### config.mk
export PLATFORM = sky130hd
export DESIGN_NAME = matrix_multiply_engine
export DESIGN_NICKNAME = d
export VERILOG_FILES = /design/src/hdl/mme_pkg.sv /design/src/hdl/matrix_multiply_engine.sv /design/src/hdl/mme_ram.sv /design/src/hdl/mme_seq.sv /design/src/hdl/mme_mac.sv
export SDC_FILE = /design/constraint.sdc
export NUM_CORES = 2
export LEC_CHECK = 0
export CORE_ASPECT_RATIO = 0.75
export CORE_MARGIN = 3
export CORE_UTILIZATION = 40
export DETAILED_ROUTE_END_ITERATION = 8
export DONT_BUFFER_PORTS = 1
export GPL_ROUTABILITY_DRIVEN = 1
export PLACE_DENSITY = 0.56
export SYNTH_ARGS = -nofsm -noshare
export SYNTH_HDL_FRONTEND = slang
export SYNTH_SLANG_ARGS = --single-unit
### constraint.sdc
create_clock -name i_clk -period 7.1 [get_ports i_clk]
set_clock_uncertainty 0.2 [all_clocks]
set_input_delay 1.42 -clock i_clk [delete_from_list [all_inputs] [get_ports i_clk]]
set_output_delay 1.42 -clock i_clk [all_outputs]
set_load 0.01 [all_outputs]
### src/hdl/mme_pkg.sv
// Shared types and constants of the matrix multiply engine.
// No dependencies; every other file of the block but mme_ram refers to it by scoped names.
package mme_pkg;

    // Width of one dimension register.
    localparam int DIM_W = 4;
    // Width of the row and column fields on the ports.
    localparam int IDX_W = 3;
    // Width of a result sum, signed Q36.0 (integer); sums wrap modulo 2^SUM_W.
    localparam int SUM_W = 36;
    // Width of the configuration register index.
    localparam int CFG_IDX_W = 2;

    // Item operation codes.
    typedef enum logic [1:0] {
        MODE_WRITE_A = 2'd0,
        MODE_WRITE_B = 2'd1,
        MODE_COMPUTE = 2'd2
    } t_mode;

    // Configuration register indexes.
    typedef enum logic [CFG_IDX_W-1:0] {
        REG_ROWS_OF_A  = 2'd0,
        REG_INNER_SIZE = 2'd1,
        REG_COLS_OF_B  = 2'd2
    } t_cfg_reg;

    // Control that travels with each pair of store reads.
    typedef struct packed {
        logic             valid;     // a multiply-accumulate step is in flight
        logic             first;     // first step of a dot product
        logic             last_k;    // final step of a dot product
        logic             zero;      // inner size is zero: the term counts as nothing
        logic             last_elem; // final element of the product
        logic [IDX_W-1:0] row;
        logic [IDX_W-1:0] col;
    } t_tag;

endpackage

### src/hdl/matrix_multiply_engine.sv
// Top level of the matrix multiply engine: configuration registers, operand stores.
// Depends on mme_pkg, mme_ram, mme_seq and mme_mac.
//
//  Channel    Signals                                          Direction  Beat taken when
//  ---------  -----------------------------------------------  ---------  -------------------
//  item       start, busy, i_mode, i_row_index, i_col_index,   in         start && !busy
//             i_element_value
//  result     o_result_valid, o_out_row, o_out_col,            out        o_result_valid
//             o_product_value, o_last_element
//  config     i_cfg_we, i_cfg_index, i_cfg_data                in         i_cfg_we
//
// A write item (mode 0 or 1) lands in its store at the edge that accepts it; busy never
// rises for it, so writes can stream at one beat per cycle while no product is running.
// A compute item issues n multiply-accumulate steps (one when n is zero) for each of the
// m * p results, one per cycle, set by the single read port of each operand store, through
// the pipeline of store read, multiply and accumulate; busy is high throughout, and the
// last result strobe comes in the same cycle that busy falls.
// Reset is synchronous and active low. It clears the control state and sets every
// dimension to 8; the operand stores are not cleared and must be written before use.
// The receiver cannot stall: each result beat is shown for exactly one cycle.
module matrix_multiply_engine #(
    parameter int MAX_DIM    = 8,
    parameter int ELEM_WIDTH = 16
) (
    input  logic                              i_clk,
    input  logic                              i_rst_n,
    // Item channel.
    input  logic                              start,
    output logic                              busy,
    input  logic [1:0]                        i_mode,
    input  logic [mme_pkg::IDX_W-1:0]         i_row_index,
    input  logic [mme_pkg::IDX_W-1:0]         i_col_index,
    input  logic signed [ELEM_WIDTH-1:0]      i_element_value,
    // Configuration write port.
    input  logic                              i_cfg_we,
    input  logic [mme_pkg::CFG_IDX_W-1:0]     i_cfg_index,
    input  logic [mme_pkg::DIM_W-1:0]         i_cfg_data,
    // Result channel.
    output logic                              o_result_valid,
    output logic [mme_pkg::IDX_W-1:0]         o_out_row,
    output logic [mme_pkg::IDX_W-1:0]         o_out_col,
    output logic signed [mme_pkg::SUM_W-1:0]  o_product_value,
    output logic                              o_last_element
);

    localparam int DEPTH = MAX_DIM * MAX_DIM;
    localparam int AW    = $clog2(DEPTH);

    logic [mme_pkg::DIM_W-1:0] r_rows_of_a, r_inner_size, r_cols_of_b;

    logic          accept;
    logic          in_range;
    logic          we_a, we_b, go;
    logic [AW-1:0] waddr;
    logic [AW-1:0] a_raddr, b_raddr;
    logic [ELEM_WIDTH-1:0] a_rdata, b_rdata;
    logic          seq_active, mac_busy;
    mme_pkg::t_tag tag;
    logic [mme_pkg::SUM_W-1:0] sum;

    // Dimension registers. Writes to an index beyond the list are dropped.
    always_ff @(posedge i_clk) begin
        if (!i_rst_n) begin
            r_rows_of_a  <= mme_pkg::DIM_W'(8);
            r_inner_size <= mme_pkg::DIM_W'(8);
            r_cols_of_b  <= mme_pkg::DIM_W'(8);
        end else if (i_cfg_we) begin
            unique case (i_cfg_index)
                mme_pkg::REG_ROWS_OF_A:  r_rows_of_a  <= i_cfg_data;
                mme_pkg::REG_INNER_SIZE: r_inner_size <= i_cfg_data;
                mme_pkg::REG_COLS_OF_B:  r_cols_of_b  <= i_cfg_data;
                default: ;
            endcase
        end
    end

    // An item is taken whenever the block is not walking a product. Writes whose row or
    // column lies outside the store are dropped; that only arises when MAX_DIM is below 8.
    assign accept   = start && !busy;
    assign in_range = (int'(i_row_index) < MAX_DIM) && (int'(i_col_index) < MAX_DIM);
    assign waddr    = AW'(AW'(i_row_index) * AW'(MAX_DIM) + AW'(i_col_index));

    always_comb begin
        we_a = 1'b0;
        we_b = 1'b0;
        go   = 1'b0;
        if (accept) begin
            unique case (i_mode)
                mme_pkg::MODE_WRITE_A: we_a = in_range;
                mme_pkg::MODE_WRITE_B: we_b = in_range;
                mme_pkg::MODE_COMPUTE: go   = 1'b1;
                default: ;
            endcase
        end
    end

    // Writes and reads never overlap: a product walk only reads, and no write is
    // accepted while busy is high, so the stores need no forwarding.
    mme_ram #(
        .WIDTH (ELEM_WIDTH),
        .DEPTH (DEPTH)
    ) u_store_a (
        .i_clk   (i_clk),
        .i_we    (we_a),
        .i_waddr (waddr),
        .i_wdata (i_element_value),
        .i_raddr (a_raddr),
        .o_rdata (a_rdata)
    );

    mme_ram #(
        .WIDTH (ELEM_WIDTH),
        .DEPTH (DEPTH)
    ) u_store_b (
        .i_clk   (i_clk),
        .i_we    (we_b),
        .i_waddr (waddr),
        .i_wdata (i_element_value),
        .i_raddr (b_raddr),
        .o_rdata (b_rdata)
    );

    // The sequencer issues one A read and one B read per cycle, row-major over the result
    // and the inner dimension innermost.
    mme_seq #(
        .MAX_DIM (MAX_DIM)
    ) u_seq (
        .i_clk    (i_clk),
        .i_rst_n  (i_rst_n),
        .i_go     (go),
        .i_rows   (r_rows_of_a),
        .i_inner  (r_inner_size),
        .i_cols   (r_cols_of_b),
        .o_active (seq_active),
        .o_a_addr (a_raddr),
        .o_b_addr (b_raddr),
        .o_tag    (tag)
    );

    mme_mac #(
        .ELEM_WIDTH (ELEM_WIDTH)
    ) u_mac (
        .i_clk    (i_clk),
        .i_rst_n  (i_rst_n),
        .i_tag    (tag),
        .i_a_data (a_rdata),
        .i_b_data (b_rdata),
        .o_busy   (mac_busy),
        .o_valid  (o_result_valid),
        .o_row    (o_out_row),
        .o_col    (o_out_col),
        .o_sum    (sum),
        .o_last   (o_last_element)
    );

    assign busy            = seq_active || mac_busy;
    assign o_product_value = signed'(sum);

endmodule

### src/hdl/mme_ram.sv
// Generic single-port-write, single-port-read RAM with a registered read.
// No dependencies.
module mme_ram #(
    parameter int WIDTH = 16,
    parameter int DEPTH = 64
) (
    input  logic                     i_clk,
    input  logic                     i_we,
    input  logic [$clog2(DEPTH)-1:0] i_waddr,
    input  logic [WIDTH-1:0]         i_wdata,
    input  logic [$clog2(DEPTH)-1:0] i_raddr,
    output logic [WIDTH-1:0]         o_rdata
);

    logic [WIDTH-1:0] r_mem [DEPTH];
    logic [WIDTH-1:0] r_rdata;

    always_ff @(posedge i_clk) begin
        if (i_we) begin
            r_mem[i_waddr] <= i_wdata;
        end
        r_rdata <= r_mem[i_raddr];
    end

    assign o_rdata = r_rdata;

endmodule

### src/hdl/mme_seq.sv
// Address sequencer: walks i, j and k over the product and issues store reads.
// Depends on mme_pkg for the step tag type and the dimension widths.
module mme_seq #(
    parameter int MAX_DIM = 8
) (
    input  logic                                 i_clk,
    input  logic                                 i_rst_n,
    input  logic                                 i_go,
    input  logic [mme_pkg::DIM_W-1:0]            i_rows,
    input  logic [mme_pkg::DIM_W-1:0]            i_inner,
    input  logic [mme_pkg::DIM_W-1:0]            i_cols,
    output logic                                 o_active,
    output logic [$clog2(MAX_DIM*MAX_DIM)-1:0]   o_a_addr,
    output logic [$clog2(MAX_DIM*MAX_DIM)-1:0]   o_b_addr,
    output mme_pkg::t_tag                        o_tag
);

    localparam int IW   = $clog2(MAX_DIM);
    localparam int CW   = $clog2(MAX_DIM + 1);
    localparam int AW   = $clog2(MAX_DIM * MAX_DIM);
    localparam int CMPW = (CW > mme_pkg::DIM_W) ? CW : mme_pkg::DIM_W;

    typedef enum logic {
        S_IDLE,
        S_RUN
    } t_state;

    t_state          r_state, n_state;
    logic [CW-1:0]   r_m, r_n, r_p, n_m, n_n, n_p;
    logic [IW-1:0]   r_i, r_j, r_k, n_i, n_j, n_k;
    logic            last_i, last_j, last_k;
    logic [CW-1:0]   go_m, go_p;

    // Dimensions above MAX_DIM are held at MAX_DIM.
    function automatic logic [CW-1:0] clamp_dim(input logic [mme_pkg::DIM_W-1:0] d);
        logic [CMPW-1:0] ext;
        logic [CMPW-1:0] lim;
        ext = CMPW'(d);
        lim = CMPW'(MAX_DIM);
        return (ext > lim) ? CW'(lim) : CW'(ext);
    endfunction

    assign go_m   = clamp_dim(i_rows);
    assign go_p   = clamp_dim(i_cols);
    assign last_i = (CW'(r_i) + CW'(1)) == r_m;
    assign last_j = (CW'(r_j) + CW'(1)) == r_p;
    assign last_k = ((CW'(r_k) + CW'(1)) == r_n) || (r_n == '0);

    always_comb begin
        n_state = r_state;
        n_m     = r_m;
        n_n     = r_n;
        n_p     = r_p;
        n_i     = r_i;
        n_j     = r_j;
        n_k     = r_k;
        unique case (r_state)
            S_IDLE: begin
                if (i_go) begin
                    n_m = go_m;
                    n_n = clamp_dim(i_inner);
                    n_p = go_p;
                    n_i = '0;
                    n_j = '0;
                    n_k = '0;
                    if ((go_m != '0) && (go_p != '0)) begin
                        n_state = S_RUN;
                    end
                end
            end
            S_RUN: begin
                if (!last_k) begin
                    n_k = r_k + IW'(1);
                end else begin
                    n_k = '0;
                    if (!last_j) begin
                        n_j = r_j + IW'(1);
                    end else begin
                        n_j = '0;
                        if (!last_i) begin
                            n_i = r_i + IW'(1);
                        end else begin
                            n_state = S_IDLE;
                        end
                    end
                end
            end
            default: n_state = S_IDLE;
        endcase
    end

    always_ff @(posedge i_clk) begin
        if (!i_rst_n) begin
            r_state <= S_IDLE;
        end else begin
            r_state <= n_state;
        end
        r_m <= n_m;
        r_n <= n_n;
        r_p <= n_p;
        r_i <= n_i;
        r_j <= n_j;
        r_k <= n_k;
    end

    assign o_active = (r_state == S_RUN);
    assign o_a_addr = AW'(AW'(r_i) * AW'(MAX_DIM) + AW'(r_k));
    assign o_b_addr = AW'(AW'(r_k) * AW'(MAX_DIM) + AW'(r_j));

    always_comb begin
        o_tag           = '0;
        o_tag.valid     = (r_state == S_RUN);
        o_tag.first     = (r_k == '0);
        o_tag.last_k    = last_k;
        o_tag.zero      = (r_n == '0);
        o_tag.last_elem = last_i && last_j;
        o_tag.row       = mme_pkg::IDX_W'(r_i);
        o_tag.col       = mme_pkg::IDX_W'(r_j);
    end

endmodule

### src/hdl/mme_mac.sv
// Multiply-accumulate datapath: product register, accumulator and result register.
// Depends on mme_pkg for the step tag type and the sum width.
module mme_mac #(
    parameter int ELEM_WIDTH = 16
) (
    input  logic                           i_clk,
    input  logic                           i_rst_n,
    input  mme_pkg::t_tag                  i_tag,
    input  logic [ELEM_WIDTH-1:0]          i_a_data,
    input  logic [ELEM_WIDTH-1:0]          i_b_data,
    output logic                           o_busy,
    output logic                           o_valid,
    output logic [mme_pkg::IDX_W-1:0]      o_row,
    output logic [mme_pkg::IDX_W-1:0]      o_col,
    output logic [mme_pkg::SUM_W-1:0]      o_sum,
    output logic                           o_last
);

    localparam int PW = 2 * ELEM_WIDTH;
    localparam int EW = (PW > mme_pkg::SUM_W) ? PW : mme_pkg::SUM_W;

    mme_pkg::t_tag               r_tag1, r_tag2;
    logic signed [PW-1:0]        r_prod;
    logic signed [EW-1:0]        prod_ext;
    logic [mme_pkg::SUM_W-1:0]   term, n_sum;
    logic [mme_pkg::SUM_W-1:0]   r_acc;
    logic                        r_valid;
    logic [mme_pkg::IDX_W-1:0]   r_row, r_col;
    logic [mme_pkg::SUM_W-1:0]   r_sum;
    logic                        r_last;

    assign prod_ext = EW'(r_prod);
    assign term     = r_tag2.zero ? '0 : prod_ext[mme_pkg::SUM_W-1:0];
    assign n_sum    = (r_tag2.first ? '0 : r_acc) + term;

    always_ff @(posedge i_clk) begin
        if (!i_rst_n) begin
            r_tag1.valid <= 1'b0;
            r_tag2.valid <= 1'b0;
            r_valid      <= 1'b0;
        end else begin
            r_tag1  <= i_tag;
            r_tag2  <= r_tag1;
            r_valid <= r_tag2.valid && r_tag2.last_k;
        end
        // Read data lines up with the first tag stage.
        r_prod <= signed'(i_a_data) * signed'(i_b_data);
        if (r_tag2.valid) begin
            r_acc <= n_sum;
        end
        if (r_tag2.valid && r_tag2.last_k) begin
            r_row  <= r_tag2.row;
            r_col  <= r_tag2.col;
            r_sum  <= n_sum;
            r_last <= r_tag2.last_elem;
        end
    end

    assign o_busy  = r_tag1.valid || r_tag2.valid;
    assign o_valid = r_valid;
    assign o_row   = r_row;
    assign o_col   = r_col;
    assign o_sum   = r_sum;
    assign o_last  = r_last;

endmodule

======== After elaboration in Yosys (flattened, before gate mapping) ========
Memory sizes are Yosys's and may differ from the RTL's. A register that Yosys moved wholly into a read port is not among the register bits.
Cells that the tools add are included.
cells by class
  add/sub/neg operators ................... 10
  multipliers ............................. 1
  order comparisons ....................... 3
  equal/unequal tests ..................... 11
  mux-type cells .......................... 30
  bitwise operators ....................... 1
  reductions and logical operators ........ 20
operators by type and width
  cell                                                  count
  two-way mux 36 bit                                    2
  adder 36 bit                                          1
  multiplier 16 x 16 -> 32 bit                          1
  two-way mux 3 bit                                     7
  adder 6 x 3 -> 6 bit                                  3
  case mux 3 bit (2 select lines)                       3
  two-way mux 1 bit                                     15
  adder 3 x 1 -> 4 bit (second input constant)          3
  equality test 4 bit                                   3
  > comparator 4 bit (second input constant)            3
  AND reduction 2 bit                                   5
  adder 3 x 1 -> 3 bit (second input constant)          3
  two-way mux 4 bit                                     2
  inequality test 2 bit (second input constant)         4
  nonzero test 4 bit                                    2
  equality test 2 x 1 -> 1 bit (second input constant)  2
  equality test 2 bit (second input constant)           2
  logical AND 1 bit                                     4
  zero test 2 bit                                       2
  zero test 4 bit                                       1
  AND reduction 4 bit                                   1
  zero test 3 bit                                       1
  logical OR 1 bit                                      3
  case mux 1 bit (2 select lines)                       1
  other kinds (2)                                       2
word-level totals
  bits in registers ....................... 168
  RAM bits ................................ 2,048
  input bits .............................. 34
  output and inout bits ................... 45
  word-level logic and storage cells ...... 109
  memories ................................ 2
memory list
  name             words  width  read ports  clocked after memory_dff  write ports  line           source
  u_store_a.r_mem  64     16     1           1                         1            mme_ram.sv:15  logic [WIDTH-1:0] r_mem [DEPTH];
  u_store_b.r_mem  64     16     1           1                         1            mme_ram.sv:15

======== Longest topological paths before layout ========
  depth in word-level cells ............... 7
  gate-level depth with buffers ........... 24
  mapped depth without buffers ............ 23

======== Hierarchy ========
A second synthesis with hierarchy kept.
unflattened totals
  cells, all modules ...................... 5,355
  area, all modules ....................... 97,592.3 um2
modules (own cells, without submodules)
  module                  instances  cells an instance  area an instance (um2)  seq. area each (um2)
  mme_ram                 2          1,829              40,042.2                31,069.8
  mme_mac                 1          1,539              15,726.3                3,673.5
  mme_seq                 1          107                1,275.0                 650.6
  matrix_multiply_engine  1          51                 506.7                   240.2

======== Worst setup path after synthesis ========
No wires, ideal clock.
  kind .................................... register -> register
  from .................................... register u_store_b.r_rdata[1], in the netlist u_store_b.o_rdata[1] (read register of u_store_b.r_mem)
  to ...................................... register u_mac.r_prod[30]
  setup time .............................. 72 ps
  arrival time ............................ 5,684 ps
  required time ........................... 6,828 ps
  path slack .............................. 1,144 ps
  cell stages (with the launch flop) ...... 22
  path buffers ............................ 1
  clock period less this slack ............ 5,956 ps
  cell sequence ........................... dfxtp_1 clkbuf_1 nand2_1 fa_1 fa_1 fa_1 inv_1 fa_1 fa_1 inv_1 fa_1 inv_1 ha_1 a21o_1 a21o_1 a21oi_1 o21ai_0 o2111ai_2 a31oi_1 a221o_1 a21oi_2 xnor2_1
between the ends
  longest elaborated chain between the ends .. 1
RTL lines
  what                          line           source
  from (decl)                   mme_ram.sv:16  logic [WIDTH-1:0] r_rdata;
  multiplier 16 x 16 -> 32 bit  mme_mac.sv:47  r_prod <= signed'(i_a_data) * signed'(i_b_data);
  to (signal assigned)          mme_mac.sv:47
  to (decl)                     mme_mac.sv:23  logic signed [PW-1:0] r_prod;
No other way between the ends.
A chain may end at the register's enable or synchronous reset.

======== Final worst setup path ========
  from .................................... register u_store_a.r_rdata[11], in the netlist u_store_a.o_rdata[11] (read register of u_store_a.r_mem)
  to ...................................... register u_mac.r_prod[31]
between the ends
  longest elaborated chain between the ends .. 1
RTL lines
  what                          line
  from (decl)                   mme_ram.sv:16
  multiplier 16 x 16 -> 32 bit  mme_mac.sv:47
No other way between the ends.

==> impl_results.md <==
* Post-detailed-route DRC marker count at 0
* Initial DRC count at 5157
* CTS Buf Count at 224
* Cell depth of the worst hold path at 0
* Outcome: finished clean
* Endpoint of the lowest-slack register-to-register path: u_mac.r_prod[31]
* CP Data Required Time at 7.59 ns
* Top post-synthesis cells by area: sky130_fd_sc_hd__edfxtp_1, sky130_fd_sc_hd__mux4_2, sky130_fd_sc_hd__fa_1
* Die width at 574.3 um
* Clock sink total at 2248
* Most used flip-flop cell after synthesis: sky130_fd_sc_hd__edfxtp_1
* Count of H-tree levels built during CTS at 4
* Hold Path Origin: u_mac.r_tag1[7]
* Number of distinct library cell variants in the gate-level netlist after synthesis at 69
* Post-route antenna net violation count at 0
* CP Data Arrival Time at 7.27 ns
* Most frequent standard cell in the layout excluding fill and tap cells: sky130_fd_sc_hd__edfxtp_1
* Setup Slack @ Placement at 0.3620 ns
* Final hold viol count at 0
* Total half-perimeter wirelength after legalization and detailed placement at 150.7 mm
* Cell accounting for the most synthesized area: sky130_fd_sc_hd__edfxtp_1
* DIE AREA at 248200 sq um
* Path category of the worst min-delay check: reg2reg
* Post-synthesis sequential area ratio at 68.85%
* Final core utilization at 45.27%
* Min cycle time layout at 6.780 ns
* Worst path buffer plus inverter count at 3
* Number of nets in the final layout at 5943
* First-pass GRT wire length at 360.8 mm
* Post-synthesis async set-or-reset flop share at 0%
* Worst slew margin relative to its limit at 19.46%
* Crit Reg-Reg Startpoint: u_store_a.o_rdata[11]
* Largest stage delay on the critical path at 0.74 ns
* Startpoint type of the worst setup path: flop
* Vias in the first global route at 49080
* Placer Congestion at 0.8368
* Timing-limited maximum frequency at 0.1475 GHz
* Most prevalent standard cell on the critical path: sky130_fd_sc_hd__fa_1
* Routed wire length per instance at 27.98 um
* Slew Limit Fails at 0
* Internal reg-to-reg setup slack at 0.32 ns
* Combined global-route utilization of all metal layers at 20.07%
* Number of flops mapped to enable cells by yosys at 2168
* Least-Margin Pin Slew at 1.207 ns
* CTS tree: yes
* Cell area after synthesis at 96890 sq um
* Setup-failing EPs final at 0
* Setup repair after global routing missed its margin: no
* Worst hold margin at 0.2171 ns
* I/O pin cnt at 79
* Ratio of cells with drive above 1 in the final layout at 18.41%
* Startpoint-to-endpoint class of the critical path: reg2reg
* Number of instances in the synthesized netlist at 5357
* Total power density per cell area at 387.3 nW/um^2
* Crit-path cells: nand2_1 > fa_1 > fa_1 > fa_1 > inv_1 > fa_1 > fa_1 > inv_1 > fa_1 > inv_1 > ha_1 > and3_1 > a31oi_1 > o21ai_1 > a41oi_2 > o21ai_1 > o41ai_2 > or3b_1 > a31oi_1 > xnor2_1
* Number of storage elements in the synthesis netlist at 2248
* Synthesized Nets at 5775
* Core Rows at 155
* Syn Area/Cell at 18.09 sq um
* Highest fanout seen on the critical path at 16
* Initial antenna violation count at 17
* Layout fillers at 20550
* Pleak at 36.40 nW
* Buffer depth of the longest clock path at 4
* Root buffer cell: sky130_fd_sc_hd__clkbuf_16
* Core area at 239300 sq um
* Overall die height at 432.2 um
* Share of the synthesized area in the top cell type at 67.19%
* Share of the clock period used by the worst path at 95.50%
* Overall via count from detail_route at 49310
* Maximum number of pins on one net before global-route repair at 129
* Congestion Overflow GR at 0
* Warnings, synthesis at 0
* Area grow syn2layout at 11.81%
* Nature of the critical path endpoint: flop
* # port buffers at 0
* Worst reg2reg path depth at 20
* Clock insertion delay at the later pin of the skew report at 0.90 ns
* Area used by multi-input combinational logic at 27900 sq um
* Family with the most delay on the worst path: adder cells
* Sum of routed wire length over all layers at 249.6 mm
* Number of detailed-route iterations in the first pass at 5
* Starting density of the core at 40.48%
* Worst ir drop on vdd at 1.139 mV
* Clock-pin slew on the worst setup and hold paths at 0.06 ns
* Smallest setup slack after layout at 0.3196 ns
* Final-layout setup total negative slack at 0 ns
* Reg area at 66710 sq um
* Worst hold endpoint: u_mac.r_tag2[7]
* Vias per cell at 5.528
* Most used cells in the layout excluding fill and tap cells: sky130_fd_sc_hd__edfxtp_1, sky130_fd_sc_hd__mux4_2, sky130_fd_sc_hd__inv_1
* Critical path's slowest cell: sky130_fd_sc_hd__dfxtp_1
* Max-capacitance violation count at 0
[cell families after synthesis]
| family | synth area share (%) |
|---|---|
| muxes | 13.64 |
| AOI/OAI and AO/OA | 3.125 |
| adders and majority gates | 6.997 |
| and+or+nand+nor | 4.242 |
| xor gates and xnor gates | 0.7141 |
| DFF | 68.85 |
| buffers and inverters | 2.437 |
[report_power, final]
group | internal (mW) | switching [mW]
Sequential | 15.0 | 0.140
Combinational | 6.79 | 8.72
Clock | 6.33 | 4.98
[routing by layer]
metal / routed length, um / track usage (%) / vias to the layer above / share of wire (%)
li1: - / - / 21070 / -
met1: 115300 / 30.84 / 26280 / 46
met2: 105200 / 27.96 / 1649 / 42
met3: 22890 / 5.619 / 315 / 9.2
met4: 6163 / 5.116 / 0 / 2.5
met5: 0 / 0 / - / 0
[area by class of cell]
type                       count  share of cell area (%)
tap                         3218                   3.717
multi-input combinational   2531                   25.76
sequential                  2248                   61.58
clock inverter               118                  0.8893
timing repair buffer         194                   1.471
inverter                     326                   1.130
clock buffer                 275                   5.435
antenna                       10                 0.02310
[worst reg2reg max path: stages, from the launching register on]
cell                      delay, ns
sky130_fd_sc_hd__dfxtp_1       0.74
sky130_fd_sc_hd__nand2_1       0.17
sky130_fd_sc_hd__fa_1          0.55
sky130_fd_sc_hd__fa_1          0.54
sky130_fd_sc_hd__fa_1          0.53
sky130_fd_sc_hd__inv_1         0.06
sky130_fd_sc_hd__fa_1          0.49
sky130_fd_sc_hd__fa_1          0.49
sky130_fd_sc_hd__inv_1         0.05
sky130_fd_sc_hd__fa_1          0.47
sky130_fd_sc_hd__inv_1         0.04
sky130_fd_sc_hd__ha_1          0.33
sky130_fd_sc_hd__and3_1        0.17
sky130_fd_sc_hd__a31oi_1       0.17
sky130_fd_sc_hd__o21ai_1       0.11
sky130_fd_sc_hd__a41oi_2       0.33
sky130_fd_sc_hd__o21ai_1       0.22
sky130_fd_sc_hd__o41ai_2       0.50
sky130_fd_sc_hd__or3b_1        0.22
sky130_fd_sc_hd__a31oi_1       0.10
sky130_fd_sc_hd__xnor2_1       0.15
[per-stage QoR]
step	power (mW)	cells	instance area, sq um
2_1_floorplan	27.15	5357	96890
3_3_place_gp	30.97	8517	101500
3_5_place_dp	30.99	8517	101500
4_1_cts	42.42	8910	108300
5_1_grt	45.10	8911	108300
6_report	41.96	8920	108300
[synthesized netlist by cell type, drive strengths merged (56+ instances only)]
master / count
edfxtp: 2168
mux4: 464
nor3: 56
o21ai: 113
fa: 263
inv: 326
nor2: 253
ha: 121
nand2: 214
xnor2: 60
buf: 81
dfxtp: 80
and2: 137
nor2b: 94
a21oi: 152
clkbuf: 171
mux2i: 222
[registers in the layout, indices dropped and copies added, names as in the netlist, 4 cells and up]
name and cells:
u_seq.r_m 4, r_cols_of_b 4, u_mac.r_prod 32, u_store_a.r_mem 1024
u_store_b.o_rdata 16, u_mac.r_tag2 11, u_mac.r_tag1 11, u_seq.r_n 4
u_seq.r_p 4, r_inner_size 4, r_rows_of_a 4, u_mac.o_sum 36
u_store_b.r_mem 1024, u_mac.r_acc 36, u_store_a.o_rdata 16
[how the worst max path moves through the flow]
stage / end / from / cells past startpoint
after floorplan: u_mac.r_prod[30] / u_store_b.o_rdata[1] / 21
after global placement: u_mac.r_prod[31] / u_store_a.o_rdata[10] / 20
after detailed placement: u_mac.r_prod[31] / u_store_a.o_rdata[10] / 20
after CTS: u_mac.r_prod[31] / u_store_a.o_rdata[10] / 20
after global routing: u_mac.r_prod[31] / u_store_a.o_rdata[9] / 20
final: u_mac.r_prod[31] / u_store_a.o_rdata[11] / 20
[timing repair]
action	CTS	global route
resized for setup	0	1
buffers inserted	0	0
setup endpoints to repair	0	1
hold buffers	0	0
(Power assumes the default switching activity.)
